<file path="src/rtl/tsg_pkg.sv">
`timescale 1ns / 1ps
package tsg_pkg;
    localparam int NOTE_SLOTS = 64;
    localparam int NS_AW = $clog2(NOTE_SLOTS);
    localparam int ENTRY_W = 40;
    localparam logic [15:0] BEAT_DIVIDEND = 16'd60000;

    localparam logic [2:0] CMD_PWM = 3'd0;
    localparam logic [2:0] CMD_MS = 3'd1;
    localparam logic [2:0] CMD_OFF = 3'd2;
    localparam logic [2:0] CMD_TONE = 3'd3;
    localparam logic [2:0] CMD_SONG = 3'd4;
    localparam logic [2:0] CMD_SWEEP = 3'd5;
    localparam logic [2:0] CMD_NOTE = 3'd6;

    localparam logic [1:0] ACT_TONE = 2'd0;
    localparam logic [1:0] ACT_SONG = 2'd1;
    localparam logic [1:0] ACT_SWEEP = 2'd2;

    localparam logic [3:0] OP_NONE = 4'd0;
    localparam logic [3:0] OP_LATCH = 4'd1;
    localparam logic [3:0] OP_SIMPLE = 4'd2;
    localparam logic [3:0] OP_DIV_START = 4'd3;
    localparam logic [3:0] OP_SONG_INIT = 4'd4;
    localparam logic [3:0] OP_SWEEP_INIT = 4'd5;
    localparam logic [3:0] OP_SONG_CHECK = 4'd6;
    localparam logic [3:0] OP_WRAP_OR_LOAD = 4'd7;
    localparam logic [3:0] OP_LOAD = 4'd8;

    localparam logic [1:0] RD_CUR = 2'd0;
    localparam logic [1:0] RD_NEXT = 2'd1;
    localparam logic [1:0] RD_ZERO = 2'd2;

    typedef struct packed {
        logic [3:0] op;
        logic       rd_en;
        logic [1:0] rd_sel;
    } tsg_cmd_t;

    typedef struct packed {
        logic is_song;
        logic is_sweep;
        logic song_expire;
        logic advance;
        logic next_zero;
        logic div_done;
    } tsg_stat_t;
endpackage

</file>
<file path="src/rtl/tsg_ram.sv">
`timescale 1ns / 1ps
module tsg_ram #(
    parameter int WIDTH = 8,
    parameter int DEPTH = 64
) (
    input  logic                     clk,
    input  logic                     we,
    input  logic [$clog2(DEPTH)-1:0] waddr,
    input  logic [WIDTH-1:0]         wdata,
    input  logic                     re,
    input  logic [$clog2(DEPTH)-1:0] raddr,
    output logic [WIDTH-1:0]         rdata
);
    logic [WIDTH-1:0] mem [DEPTH];

    always_ff @(posedge clk)
    begin
        if (we)
        begin
            mem[waddr] <= wdata;
        end
        if (re)
        begin
            rdata <= mem[raddr];
        end
    end
endmodule

</file>
<file path="src/rtl/tsg_div.sv">
`timescale 1ns / 1ps
module tsg_div
    import tsg_pkg::*;
(
    input  logic        clk,
    input  logic        rst_n,
    input  logic        start,
    input  logic [15:0] dividend,
    input  logic [15:0] divisor,
    output logic        done,
    output logic [15:0] quotient
);
    logic [15:0] rem_reg, rem_next;
    logic [15:0] quo_reg, quo_next;
    logic [15:0] dvs_reg, dvs_next;
    logic [4:0]  cnt_reg, cnt_next;
    logic        run_reg, run_next;
    logic        done_reg, done_next;
    logic [16:0] shifted;
    logic [16:0] diff;

    always_comb
    begin
        shifted = {rem_reg, quo_reg[15]};
        diff = shifted - {1'b0, dvs_reg};
        rem_next = rem_reg;
        quo_next = quo_reg;
        dvs_next = dvs_reg;
        cnt_next = cnt_reg;
        run_next = run_reg;
        done_next = 1'b0;
        if (start)
        begin
            rem_next = '0;
            quo_next = dividend;
            dvs_next = divisor;
            cnt_next = '0;
            run_next = 1'b1;
        end
        else if (run_reg)
        begin
            if (!diff[16])
            begin
                rem_next = diff[15:0];
                quo_next = {quo_reg[14:0], 1'b1};
            end
            else
            begin
                rem_next = shifted[15:0];
                quo_next = {quo_reg[14:0], 1'b0};
            end
            cnt_next = cnt_reg + 5'd1;
            if (cnt_reg == 5'd15)
            begin
                run_next = 1'b0;
                done_next = 1'b1;
            end
        end
    end

    always_ff @(posedge clk or negedge rst_n)
    begin
        if (!rst_n)
        begin
            cnt_reg <= '0;
            run_reg <= 1'b0;
            done_reg <= 1'b0;
        end
        else
        begin
            cnt_reg <= cnt_next;
            run_reg <= run_next;
            done_reg <= done_next;
        end
    end

    always_ff @(posedge clk)
    begin
        rem_reg <= rem_next;
        quo_reg <= quo_next;
        dvs_reg <= dvs_next;
    end

    assign done = done_reg;
    assign quotient = quo_reg;
endmodule

</file>
<file path="src/rtl/tsg_ctrl.sv">
`timescale 1ns / 1ps
module tsg_ctrl
    import tsg_pkg::*;
(
    input  logic      clk,
    input  logic      rst_n,
    input  logic      start,
    input  tsg_stat_t stat,
    output tsg_cmd_t  ctl,
    output logic      busy,
    output logic      done
);
    localparam logic [2:0] S_IDLE = 3'd0;
    localparam logic [2:0] S_EXEC = 3'd1;
    localparam logic [2:0] S_DIVW = 3'd2;
    localparam logic [2:0] S_RCUR = 3'd3;
    localparam logic [2:0] S_RNEXT = 3'd4;
    localparam logic [2:0] S_RZERO = 3'd5;
    localparam logic [2:0] S_OUT = 3'd6;

    logic [2:0] state_reg, state_next;

    always_comb
    begin
        state_next = state_reg;
        ctl = '{op: OP_NONE, rd_en: 1'b0, rd_sel: RD_CUR};
        unique case (state_reg)
            S_IDLE:
            begin
                if (start)
                begin
                    ctl.op = OP_LATCH;
                    state_next = S_EXEC;
                end
            end
            S_EXEC:
            begin
                if (stat.is_song || stat.is_sweep)
                begin
                    ctl.op = OP_DIV_START;
                    state_next = S_DIVW;
                end
                else
                begin
                    ctl.op = OP_SIMPLE;
                    if (stat.song_expire)
                    begin
                        ctl.rd_en = 1'b1;
                        ctl.rd_sel = RD_CUR;
                        state_next = S_RCUR;
                    end
                    else
                    begin
                        state_next = S_OUT;
                    end
                end
            end
            S_DIVW:
            begin
                if (stat.div_done)
                begin
                    if (stat.is_song)
                    begin
                        ctl.op = OP_SONG_INIT;
                        ctl.rd_en = 1'b1;
                        ctl.rd_sel = RD_ZERO;
                        state_next = S_RZERO;
                    end
                    else
                    begin
                        ctl.op = OP_SWEEP_INIT;
                        state_next = S_OUT;
                    end
                end
            end
            S_RCUR:
            begin
                ctl.op = OP_SONG_CHECK;
                if (stat.advance)
                begin
                    ctl.rd_en = 1'b1;
                    ctl.rd_sel = RD_NEXT;
                    state_next = S_RNEXT;
                end
                else
                begin
                    state_next = S_OUT;
                end
            end
            S_RNEXT:
            begin
                ctl.op = OP_WRAP_OR_LOAD;
                if (stat.next_zero)
                begin
                    ctl.rd_en = 1'b1;
                    ctl.rd_sel = RD_ZERO;
                    state_next = S_RZERO;
                end
                else
                begin
                    state_next = S_OUT;
                end
            end
            S_RZERO:
            begin
                ctl.op = OP_LOAD;
                state_next = S_OUT;
            end
            S_OUT:
            begin
                state_next = S_IDLE;
            end
            default:
            begin
                state_next = S_IDLE;
            end
        endcase
    end

    always_ff @(posedge clk or negedge rst_n)
    begin
        if (!rst_n)
        begin
            state_reg <= S_IDLE;
        end
        else
        begin
            state_reg <= state_next;
        end
    end

    assign busy = (state_reg != S_IDLE);
    assign done = (state_reg == S_OUT);
endmodule

</file>
<file path="src/rtl/tsg_dp.sv">
`timescale 1ns / 1ps
module tsg_dp
    import tsg_pkg::*;
(
    input  logic        clk,
    input  logic        rst_n,
    input  tsg_cmd_t    ctl,
    output tsg_stat_t   stat,
    input  logic [2:0]  cmd,
    input  logic [15:0] freq,
    input  logic [7:0]  level,
    input  logic [15:0] duration,
    input  logic [7:0]  tempo,
    input  logic [15:0] speed,
    input  logic        direction,
    input  logic [5:0]  note_slot,
    output logic [7:0]  duty,
    output logic        tick_enabled,
    output logic        timer_active
);
    logic [2:0]  cmd_reg;
    logic [15:0] freq_reg;
    logic [7:0]  level_reg;
    logic [15:0] dur_reg;
    logic [7:0]  tempo_reg;
    logic [15:0] speed_reg;
    logic        dir_reg;
    logic [5:0]  slot_reg;

    logic [15:0] pwm_count_reg, pwm_count_next;
    logic [14:0] half_reg, half_next;
    logic [7:0]  tone_reg, tone_next;
    logic [7:0]  duty_reg, duty_next;
    logic        pwm_en_reg, pwm_en_next;
    logic        run_reg, run_next;
    logic        rep_reg, rep_next;
    logic [1:0]  act_reg, act_next;
    logic [15:0] period_reg, period_next;
    logic [15:0] elapsed_reg, elapsed_next;
    logic [15:0] beat_reg, beat_next;
    logic [NS_AW-1:0] pos_reg, pos_next;
    logic [15:0] spos_reg, spos_next;
    logic [15:0] stot_reg, stot_next;
    logic [15:0] sstart_reg, sstart_next;
    logic        sup_reg, sup_next;
    logic [7:0]  slevel_reg, slevel_next;

    logic [NOTE_SLOTS-1:0] valid_reg;
    logic                  rvalid_reg;
    logic [ENTRY_W-1:0]    ram_q;
    logic [ENTRY_W-1:0]    entry;
    logic [15:0] e_freq;
    logic [7:0]  e_level;
    logic [15:0] e_dur;
    logic [NS_AW-1:0] next_pos;
    logic [NS_AW-1:0] raddr;
    logic [NS_AW-1:0] waddr;
    logic        slot_ok;
    logic        we;

    logic [15:0] pwm_inc;
    logic [15:0] el_inc;
    logic        expire;
    logic [15:0] beat_inc;
    logic [15:0] spos_inc;
    logic [15:0] sweep_f;
    logic [7:0]  tempo1;
    logic [15:0] speed1;
    logic [15:0] dividend;
    logic [15:0] divisor;
    logic        div_done;
    logic [15:0] quotient;

    assign entry = rvalid_reg ? ram_q : '0;
    assign e_freq = entry[39:24];
    assign e_level = entry[23:16];
    assign e_dur = entry[15:0];
    assign next_pos = (pos_reg == NS_AW'(NOTE_SLOTS - 1)) ? '0 : pos_reg + 1'b1;
    assign slot_ok = (32'(slot_reg) < NOTE_SLOTS);
    assign waddr = NS_AW'(slot_reg);
    assign we = (ctl.op == OP_SIMPLE) && (cmd_reg == CMD_NOTE) && slot_ok;

    always_comb
    begin
        case (ctl.rd_sel)
            RD_CUR: raddr = pos_reg;
            RD_NEXT: raddr = next_pos;
            default: raddr = '0;
        endcase
    end

    assign tempo1 = (tempo_reg == 8'd0) ? 8'd1 : tempo_reg;
    assign speed1 = (speed_reg == 16'd0) ? 16'd1 : speed_reg;
    assign dividend = (cmd_reg == CMD_SONG) ? BEAT_DIVIDEND : dur_reg;
    assign divisor = (cmd_reg == CMD_SONG) ? {5'd0, tempo1, 3'd0} : speed1;

    assign pwm_inc = pwm_count_reg + 16'd1;
    assign el_inc = elapsed_reg + 16'd1;
    assign expire = run_reg && (el_inc >= period_reg);
    assign beat_inc = beat_reg + 16'd1;
    assign spos_inc = spos_reg + 16'd1;
    assign sweep_f = sup_reg ? (sstart_reg + spos_inc) : (sstart_reg - spos_inc);

    assign stat.is_song = (cmd_reg == CMD_SONG);
    assign stat.is_sweep = (cmd_reg == CMD_SWEEP);
    assign stat.song_expire = (cmd_reg == CMD_MS) && expire && (act_reg == ACT_SONG);
    assign stat.advance = (beat_inc >= e_dur);
    assign stat.next_zero = (e_freq == 16'd0);
    assign stat.div_done = div_done;

    tsg_div u_div (
        .clk      (clk),
        .rst_n    (rst_n),
        .start    (ctl.op == OP_DIV_START),
        .dividend (dividend),
        .divisor  (divisor),
        .done     (div_done),
        .quotient (quotient)
    );

    tsg_ram #(
        .WIDTH (ENTRY_W),
        .DEPTH (NOTE_SLOTS)
    ) u_notes (
        .clk   (clk),
        .we    (we),
        .waddr (waddr),
        .wdata ({freq_reg, level_reg, dur_reg}),
        .re    (ctl.rd_en),
        .raddr (raddr),
        .rdata (ram_q)
    );

    always_comb
    begin
        pwm_count_next = pwm_count_reg;
        half_next = half_reg;
        tone_next = tone_reg;
        duty_next = duty_reg;
        pwm_en_next = pwm_en_reg;
        run_next = run_reg;
        rep_next = rep_reg;
        act_next = act_reg;
        period_next = period_reg;
        elapsed_next = elapsed_reg;
        beat_next = beat_reg;
        pos_next = pos_reg;
        spos_next = spos_reg;
        stot_next = stot_reg;
        sstart_next = sstart_reg;
        sup_next = sup_reg;
        slevel_next = slevel_reg;
        case (ctl.op)
            OP_SIMPLE:
            begin
                case (cmd_reg)
                    CMD_PWM:
                    begin
                        if (pwm_en_reg)
                        begin
                            pwm_count_next = pwm_inc;
                            if (pwm_inc >= {1'b0, half_reg})
                            begin
                                pwm_count_next = '0;
                                duty_next = (duty_reg == 8'd0) ? tone_reg : 8'd0;
                            end
                        end
                    end
                    CMD_MS:
                    begin
                        if (run_reg)
                        begin
                            elapsed_next = el_inc;
                            if (expire)
                            begin
                                if (rep_reg)
                                begin
                                    elapsed_next = '0;
                                end
                                else
                                begin
                                    run_next = 1'b0;
                                end
                                if (act_reg == ACT_TONE)
                                begin
                                    duty_next = '0;
                                    pwm_en_next = 1'b0;
                                    run_next = 1'b0;
                                end
                                else if (act_reg != ACT_SONG && spos_reg < stot_reg)
                                begin
                                    spos_next = spos_inc;
                                    half_next = sweep_f[15:1];
                                    tone_next = slevel_reg;
                                    if (spos_inc == stot_reg)
                                    begin
                                        duty_next = '0;
                                        pwm_en_next = 1'b0;
                                        run_next = 1'b0;
                                    end
                                end
                            end
                        end
                    end
                    CMD_OFF:
                    begin
                        run_next = 1'b0;
                        pwm_en_next = 1'b0;
                        duty_next = '0;
                    end
                    CMD_TONE:
                    begin
                        pwm_en_next = 1'b1;
                        half_next = freq_reg[15:1];
                        tone_next = level_reg;
                        duty_next = level_reg;
                        run_next = 1'b1;
                        rep_next = 1'b0;
                        period_next = dur_reg;
                        elapsed_next = '0;
                        act_next = ACT_TONE;
                    end
                    default:
                    begin
                    end
                endcase
            end
            OP_SONG_INIT:
            begin
                pwm_en_next = 1'b1;
                pwm_count_next = '0;
                duty_next = '0;
                run_next = 1'b1;
                rep_next = 1'b1;
                period_next = quotient;
                elapsed_next = '0;
                act_next = ACT_SONG;
                beat_next = '0;
                pos_next = '0;
            end
            OP_SWEEP_INIT:
            begin
                pwm_en_next = 1'b1;
                spos_next = '0;
                stot_next = quotient;
                sstart_next = freq_reg;
                sup_next = dir_reg;
                slevel_next = level_reg;
                half_next = freq_reg[15:1];
                tone_next = level_reg;
                duty_next = level_reg;
                run_next = 1'b1;
                rep_next = 1'b1;
                period_next = speed1;
                elapsed_next = '0;
                act_next = ACT_SWEEP;
            end
            OP_SONG_CHECK:
            begin
                if (stat.advance)
                begin
                    beat_next = '0;
                    pos_next = next_pos;
                end
                else
                begin
                    beat_next = beat_inc;
                end
            end
            OP_WRAP_OR_LOAD:
            begin
                if (stat.next_zero)
                begin
                    pos_next = '0;
                end
                else
                begin
                    half_next = e_freq[15:1];
                    tone_next = e_level;
                    duty_next = e_level;
                end
            end
            OP_LOAD:
            begin
                half_next = e_freq[15:1];
                tone_next = e_level;
                duty_next = e_level;
            end
            default:
            begin
            end
        endcase
    end

    always_ff @(posedge clk or negedge rst_n)
    begin
        if (!rst_n)
        begin
            pwm_count_reg <= '0;
            half_reg <= '0;
            tone_reg <= '0;
            duty_reg <= '0;
            pwm_en_reg <= 1'b0;
            run_reg <= 1'b0;
            rep_reg <= 1'b0;
            act_reg <= ACT_TONE;
            period_reg <= '0;
            elapsed_reg <= '0;
            beat_reg <= '0;
            pos_reg <= '0;
            spos_reg <= '0;
            stot_reg <= '0;
            sstart_reg <= '0;
            sup_reg <= 1'b0;
            slevel_reg <= '0;
            valid_reg <= '0;
            rvalid_reg <= 1'b0;
        end
        else
        begin
            pwm_count_reg <= pwm_count_next;
            half_reg <= half_next;
            tone_reg <= tone_next;
            duty_reg <= duty_next;
            pwm_en_reg <= pwm_en_next;
            run_reg <= run_next;
            rep_reg <= rep_next;
            act_reg <= act_next;
            period_reg <= period_next;
            elapsed_reg <= elapsed_next;
            beat_reg <= beat_next;
            pos_reg <= pos_next;
            spos_reg <= spos_next;
            stot_reg <= stot_next;
            sstart_reg <= sstart_next;
            sup_reg <= sup_next;
            slevel_reg <= slevel_next;
            if (we)
            begin
                valid_reg[waddr] <= 1'b1;
            end
            if (ctl.rd_en)
            begin
                rvalid_reg <= valid_reg[raddr];
            end
        end
    end

    always_ff @(posedge clk)
    begin
        if (ctl.op == OP_LATCH)
        begin
            cmd_reg <= cmd;
            freq_reg <= freq;
            level_reg <= level;
            dur_reg <= duration;
            tempo_reg <= tempo;
            speed_reg <= speed;
            dir_reg <= direction;
            slot_reg <= note_slot;
        end
    end

    assign duty = duty_reg;
    assign tick_enabled = pwm_en_reg;
    assign timer_active = run_reg;
endmodule

</file>
<file path="src/rtl/pwm_tone_song_sweep_generator_unit.sv">
// Each word passes from idle through an execute state to the done state; a ms tick that steps a
// song also reads the note table, for the current note, the next one and, on a wrap, slot zero.
// Sweep start and song start also wait on the shared bit-serial divider and, for a song, one
// note table read. A new word is taken the cycle after done.
// The receiver cannot stall: done is high for exactly one cycle with the results.
// Asynchronous active-low reset clears the control, timer and tone state; the note table reads as zero until written.
`timescale 1ns / 1ps
module pwm_tone_song_sweep_generator_unit
    import tsg_pkg::*;
(
    input  logic        clk,
    input  logic        rst_n,
    input  logic        start,
    output logic        busy,
    input  logic [2:0]  cmd,
    input  logic [15:0] freq,
    input  logic [7:0]  level,
    input  logic [15:0] duration,
    input  logic [7:0]  tempo,
    input  logic [15:0] speed,
    input  logic        direction,
    input  logic [5:0]  note_slot,
    output logic        done,
    output logic [7:0]  duty,
    output logic        tick_enabled,
    output logic        timer_active
);
    tsg_cmd_t  ctl;
    tsg_stat_t stat;

    tsg_ctrl u_ctrl (
        .clk   (clk),
        .rst_n (rst_n),
        .start (start),
        .stat  (stat),
        .ctl   (ctl),
        .busy  (busy),
        .done  (done)
    );

    tsg_dp u_dp (
        .clk          (clk),
        .rst_n        (rst_n),
        .ctl          (ctl),
        .stat         (stat),
        .cmd          (cmd),
        .freq         (freq),
        .level        (level),
        .duration     (duration),
        .tempo        (tempo),
        .speed        (speed),
        .direction    (direction),
        .note_slot    (note_slot),
        .duty         (duty),
        .tick_enabled (tick_enabled),
        .timer_active (timer_active)
    );
endmodule

</file>
<file path="config.mk">
export PLATFORM = sky130hd
export DESIGN_NAME = pwm_tone_song_sweep_generator_unit
export DESIGN_NICKNAME = d
export VERILOG_FILES = /design/src/rtl/tsg_pkg.sv /design/src/rtl/tsg_ram.sv /design/src/rtl/tsg_div.sv /design/src/rtl/tsg_ctrl.sv /design/src/rtl/tsg_dp.sv /design/src/rtl/pwm_tone_song_sweep_generator_unit.sv
export SDC_FILE = /design/constraint.sdc
export NUM_CORES = 2
export LEC_CHECK = 0
export BUFFER_PORTS_ARGS = -buffer_cell sky130_fd_sc_hd__buf_2
export CORE_MARGIN = 2
export CORE_UTILIZATION = 50
export CTS_CLUSTER_DIAMETER = 30
export DETAILED_ROUTE_END_ITERATION = 10
export MAX_ROUTING_LAYER = met4
export PLACE_DENSITY_LB_ADDON = 0.2
export SLEW_MARGIN = 15
export SYNTH_ARGS = -nofsm -noshare
export SYNTH_HDL_FRONTEND = slang
export SYNTH_HIERARCHICAL = 1
export SYNTH_SLANG_ARGS = --single-unit
</file>
<file path="constraint.sdc">
create_clock -name clk -period 6.7 [get_ports clk]
set_input_delay 1.34 -clock clk [delete_from_list [all_inputs] [get_ports clk]]
set_output_delay 1.34 -clock clk [all_outputs]
set_load 0.02 [all_outputs]
</file>
Word-level counts from Yosys, hierarchy flattened
Memory sizes are Yosys's and may differ from the RTL's. A register that Yosys moved wholly into a read port is not among the register bits.
Cells that the tools add are included.
- memory bits (writable): 2560
- register bits: 360
- output and inout port bits: 12
- logic and storage cells: 250
- memories: 1
- input port bits: 77
- multiplexer cells: 110
- equal/unequal tests: 50
- magnitude comparators: 7
- add/sub/neg operators: 9
- bitwise gates (word level): 1
- reductions and logical operators: 37
- memories (name ; words ; width ; read ports ; clocked after Yosys merged registers in ; write ports ; RTL line ; RTL):
    u_dp.u_notes.mem ; 64 ; 40 ; 1 ; 1 ; 1 ; tsg_ram.sv:14 ; logic [WIDTH-1:0] mem [DEPTH];
- operators with widths (kind ; count):
    16-bit 2-to-1 mux ; 19
    16-bit case mux with 2 select lines ; 5
    8-bit 2-to-1 mux ; 14
    15-bit 2-to-1 mux ; 5
    16-bit by 1-bit adder with 16-bit output (second input constant) ; 4
    64-bit OR ; 1
    8-bit case mux with 4 select lines ; 2
    15-bit case mux with 4 select lines ; 1
    16-bit case mux with 3 select lines ; 1
    40-bit 2-to-1 mux ; 1
    8-bit case mux with 5 select lines ; 1
    16-bit >= comparator ; 2
    16-bit logical NOT ; 2
    15-bit case mux with 2 select lines ; 1
    3-bit 2-to-1 mux ; 9
    1-bit 2-to-1 mux ; 26
    4-bit case mux with 6 select lines ; 1
    3-bit equality test (second input constant) ; 6
    6-bit 2-to-1 mux ; 3
    2-bit != test (second input constant) ; 9
    3-bit case mux with 6 select lines ; 1
    6-bit case mux with 3 select lines ; 1
    17-bit by 16-bit subtractor with 17-bit output ; 1
    16-bit adder ; 1
    49 further kinds ; 97

Longest topological paths before layout
- depth in word-level cells: 12
- depth in mapped cells: 29
- mapped depth without buffers: 23

Modules after synthesis
The synthesis kept the hierarchy.
- by module, submodules not included (module ; instances ; sequential area each (um^2) ; cells each ; area each (um^2)):
    tsg_ram ; 1 ; 78074.9 ; 4263 ; 98360.6
    tsg_dp ; 1 ; 7927.6 ; 1758 ; 17250.3
    tsg_div ; 1 ; 1456.4 ; 288 ; 3075.4
    tsg_ctrl ; 1 ; 75.1 ; 46 ; 357.8

Least setup slack after synthesis
No wires, ideal clock.
- path type: register to register
- start: register u_dp.cmd_reg[1]
- end: register u_dp.cmd_reg[0] (enable)
- clock period less this slack: 6.635 ns
- path buffers: 6
- cell stages (with the launch flop): 15
- slack: 0.065 ns
- setup time: 0.506 ns
- required time: 6.194 ns
- data arrival time: 6.128 ns
- cells stage by stage: edfxtp_1 -> nor2_1 -> and2_1 -> clkbuf_1 -> clkbuf_1 -> o21bai_1 -> a211oi_1 -> a31oi_1 -> nor2_1 -> clkbuf_1 -> clkbuf_1 -> clkbuf_1 -> clkbuf_1 -> nand2_1 -> nor2_1
- RTL lines (element ; RTL line ; RTL):
    start: declaration ; tsg_dp.sv:21 ; logic [2:0] cmd_reg;
    start signal: assignment ; tsg_dp.sv:353 ; cmd_reg <= cmd;

==> insert_results.sql <==
INSERT INTO impl_metrics (metric_group, metric, value, unit) VALUES
('layout', 'layout-drive-gt1-share', '0.290', ''),
('placement', 'buffer_ports.inserted', '88', ''),
('grt', 'track_usage', '0.287', ''),
('grt', 'globalRouteOverflowTotal', '0', ''),
('placement', 'post-place-ws', '0.0609', 'ns'),
('yosys', 'synth_edf_count', '2706', ''),
('layout', 'post-route-util', '0.613', ''),
('timing', 'timing.hold.ws', '0.444', 'ns'),
('cts', 'cts.root.buffer_cell', 'clkbuf_16', ''),
('placement', 'placed_area', '0.126', 'sq mm'),
('timing', 'timing.final.max_slew_violations', '0', ''),
('timing', 'fin_crit_sh', '0.968', ''),
('power_and_ir_drop', 'power_density', '417', 'mW/mm^2'),
('cts', 'clk_latency', '0.95', 'ns'),
('routing', 'first_pass_iters', '10', ''),
('routing', 'route.vias.total', '67200', ''),
('timing', 'rsz0062_at_grt', 'no', ''),
('cts', 'cts_tree', 'yes', ''),
('layout', 'largest_register_ffs', '2560', ''),
('setup_path', 'crit_path_max_fanout', '12', ''),
('cts', 'count_of_clock_tree_sinks', '2960', ''),
('grt', 'first_global_vias', '67200', ''),
('floorplanning', 'chipWidth', '492', 'um'),
('setup_path', 'regToRegSetupSlack', '0.21', 'ns'),
('yosys', 'ys_types', '99', ''),
('cts', 'post-cts-setup-buffer-count', '0', ''),
('routing', 'remaining_drc_errors', '0', ''),
('setup_path', 'cp.required', '7.48', 'ns'),
('setup_path', 'reg2reg_depth', '21', ''),
('timing', 'worst_clock_skew', '0.0754', 'ns'),
('timing', 'max-slew-margin-rel', '0.222', ''),
('cts', 'clock_tree.buffer_depth', '4', ''),
('yosys', 'postSynthRegisterBits', '2960', ''),
('grt', 'grt_max_degree', '144', ''),
('routing', 'routed_wire_length_per_instance', '31.8', 'um'),
('run_status', 'run_status', 'completed', ''),
('timing', 'hold_viol', '0', ''),
('placement', 'finalWeightedCongestion', '0.867', ''),
('timing', 'worst_slew_pin_slew', '1.17', 'ns'),
('yosys', 'post-synth-top-area-fraction', '0.683', ''),
('cts', 'postCtsResizedCells', '0', ''),
('yosys', 'ys.flop_type', 'edfxtp_1', ''),
('yosys', 'postSynthCellCount', '6355', ''),
('layout', 'synthToLayoutAreaGrowth', '22.2', '%'),
('setup_path', 'worstReg2RegStart', 'u_dp/beat_reg[0]', ''),
('routing', 'met2_wirelength', '162000', 'um'),
('yosys', 'synth_warnings', '6', ''),
('setup_path', 'timing.rr.end', 'u_dp/u_notes/rdata[25]', ''),
('routing', 'finalWirelength', '338000', 'um'),
('timing', 'clock.fmax', '154', 'MHz'),
('cts', 'clkSlewWorstSetupHoldPaths', '0.05', 'ns'),
('timing', 'min_period', '6.49', 'ns'),
('power_and_ir_drop', 'leakage_power_total', '48.8', 'nW'),
('yosys', 'synth_nets', '6537', ''),
('yosys', 'yosysTopAreaCell', 'edfxtp_1', ''),
('setup_path', 'endpoint_kind', 'flip-flop', ''),
('layout', 'post-route-cell-area', '0.145', 'sq mm'),
('grt', 'number_of_antenna_violations_at_the_first_check_in_global_routing', '23', ''),
('yosys', 'synth_async_reset_ratio', '0.0804', ''),
('routing', 'avgViaCountPerCell', '6.32', ''),
('yosys', 'synthesis.area_per_instance', '18.7', 'sq um'),
('timing', 'final-setup-viol-count', '0', ''),
('yosys', 'synth.cell_area', '0.119', 'sq mm'),
('floorplanning', 'die-area', '0.242', 'sq mm'),
('setup_path', 'cp.arrival', '7.27', 'ns'),
('min_path', 'holdCritPathClass', 'in2async', ''),
('cts', 'cts_inserted_buffers', '569', ''),
('yosys', 'netlist_top_cells_area', 'edfxtp_1 68%, mux4_2 11%, dfrtp_1 5.0%', ''),
('routing', 'first_iter_violations', '8340', ''),
('power_and_ir_drop', 'power.ir.vdd_worst', '0.486', 'mV'),
('cts', 'htree_levels', '6', '');
[cell families (layout without fill, tap and decap cells)]
family                   count (synthesis)  after routing  share of synthesized area
XOR/XNOR                               112            112                    0.00842
buffers and inverters                  442           1532                     0.0186
multiplexers                           800            800                      0.132
flip-flops                            2960           2960                      0.735
AO/OA/AOI/OAI                          906            906                     0.0531
other                                    0             16                          0
adder cells (fa/ha/maj)                105            105                     0.0112
AND/OR/NAND/NOR                       1030           1030                     0.0418
[critical path, cell delays in order, from the launching register on]
cell and delay [ns]:
dfrtp_1 0.43, nand3_1 0.13, nor2_1 0.23, nand2_1 0.11, nor2_1 0.19, and3_1 0.25
and3_1 0.25, and3_1 0.19, xnor2_1 0.15, inv_1 0.09, ha_1 0.30, nand4_1 0.11
o21ai_0 0.23, a31o_2 0.22, and3_4 0.32, a41oi_1 0.18, a311oi_4 0.80, or3_1 0.60
buf_12 0.23, o22ai_1 0.12, nor4_1 0.92, o21a_1 0.23
[metal layers]
metal	up-vias	GRT usage
met5	-	-
met4	0	0.0843
met3	604	0.0588
met2	3499	0.444
met1	35600	0.388
li1	27500	-
[cells in the mapped netlist, types with 63 or more instances]
cell and count:
nor2_1 214, nand3_1 65, ha_1 103, dfrtp_1 238, edfxtp_1 2706, o221ai_1 66, clkbuf_1 148, xnor2_1 68
inv_1 91, mux2i_1 132, a21o_1 63, mux4_2 606, o22ai_1 163, nor2b_1 70, a21oi_1 120, buf_2 102
nand2_1 390, o21ai_0 113
[cell type report]
type / instances / area [sq um]
multi-input cells: 2953 / 30000
diodes: 16 / 40.0
repair buffers: 429 / 4030
clock buffers: 644 / 14900
well taps: 3167 / 3960
fillers: 16600 / 92000
inverters: 92 / 347
flip-flops and latches: 2960 / 87500
clock inverters: 367 / 4590
[where the power goes]
part           total [mW]  leakage, nW  internal, mW  switching, mW
Combinational        8.23         11.8          2.82           5.41
Clock                28.8         9.40          19.4           9.44
Sequential           23.6         27.6          22.7          0.849
Total                60.6         48.8          44.9           15.7
[metrics by stage]
step	std cells	total power, mW	setup TNS [ns]
2_1_floorplan	6355	28.9	0
3_3_place_gp	9596	31.9	-1.46
3_5_place_dp	9600	32.1	0
4_1_cts	10600	60.9	0
5_1_grt	10600	62.6	0
6_report	10600	60.6	0
[cell usage in the layout (no fill, tap or decap), drive strengths merged, types with 54 or more instances in the layout]
cell      netlist  routed
mux2           62      62
nand3          65      65
o21ai         130     130
clkinvlp        0      54
edfxtp       2706    2706
o221ai         66      66
mux4          606     606
dfrtp         238     238
buf           201     429
a21oi         121     121
nand2         392     392
bufinv          0      88
inv            92     132
mux2i         132     132
nor2b          71      71
clkinv          0     185
clkbuf        149     644
xnor2          69      69
nor2          214     214
a211oi         61      61
ha            103     103
o22ai         163     163
a21o           63      63
[worst max-delay path by stage]
stage | depth (start not counted) | from | end | slack (ns)
6_report | 21 | u_dp/beat_reg[0] | u_dp/u_notes/rdata[25] | 0.21
5_1_grt | 21 | u_dp/beat_reg[2] | u_dp/u_notes/rdata[25] | 0.03
4_1_cts | 25 | u_dp/beat_reg[0] | u_dp/u_notes/rdata[2] | 0.03
3_5_place_dp | 25 | u_dp/beat_reg[0] | u_dp/u_notes/rdata[2] | 0.06
3_3_place_gp | 20 | u_dp/beat_reg[0] | u_dp/u_notes/rdata[21] | -0.42
2_1_floorplan | 14 | u_dp/cmd_reg[1] | u_dp/cmd_reg[0] | 0.07
(Power assumes the default switching activity.)
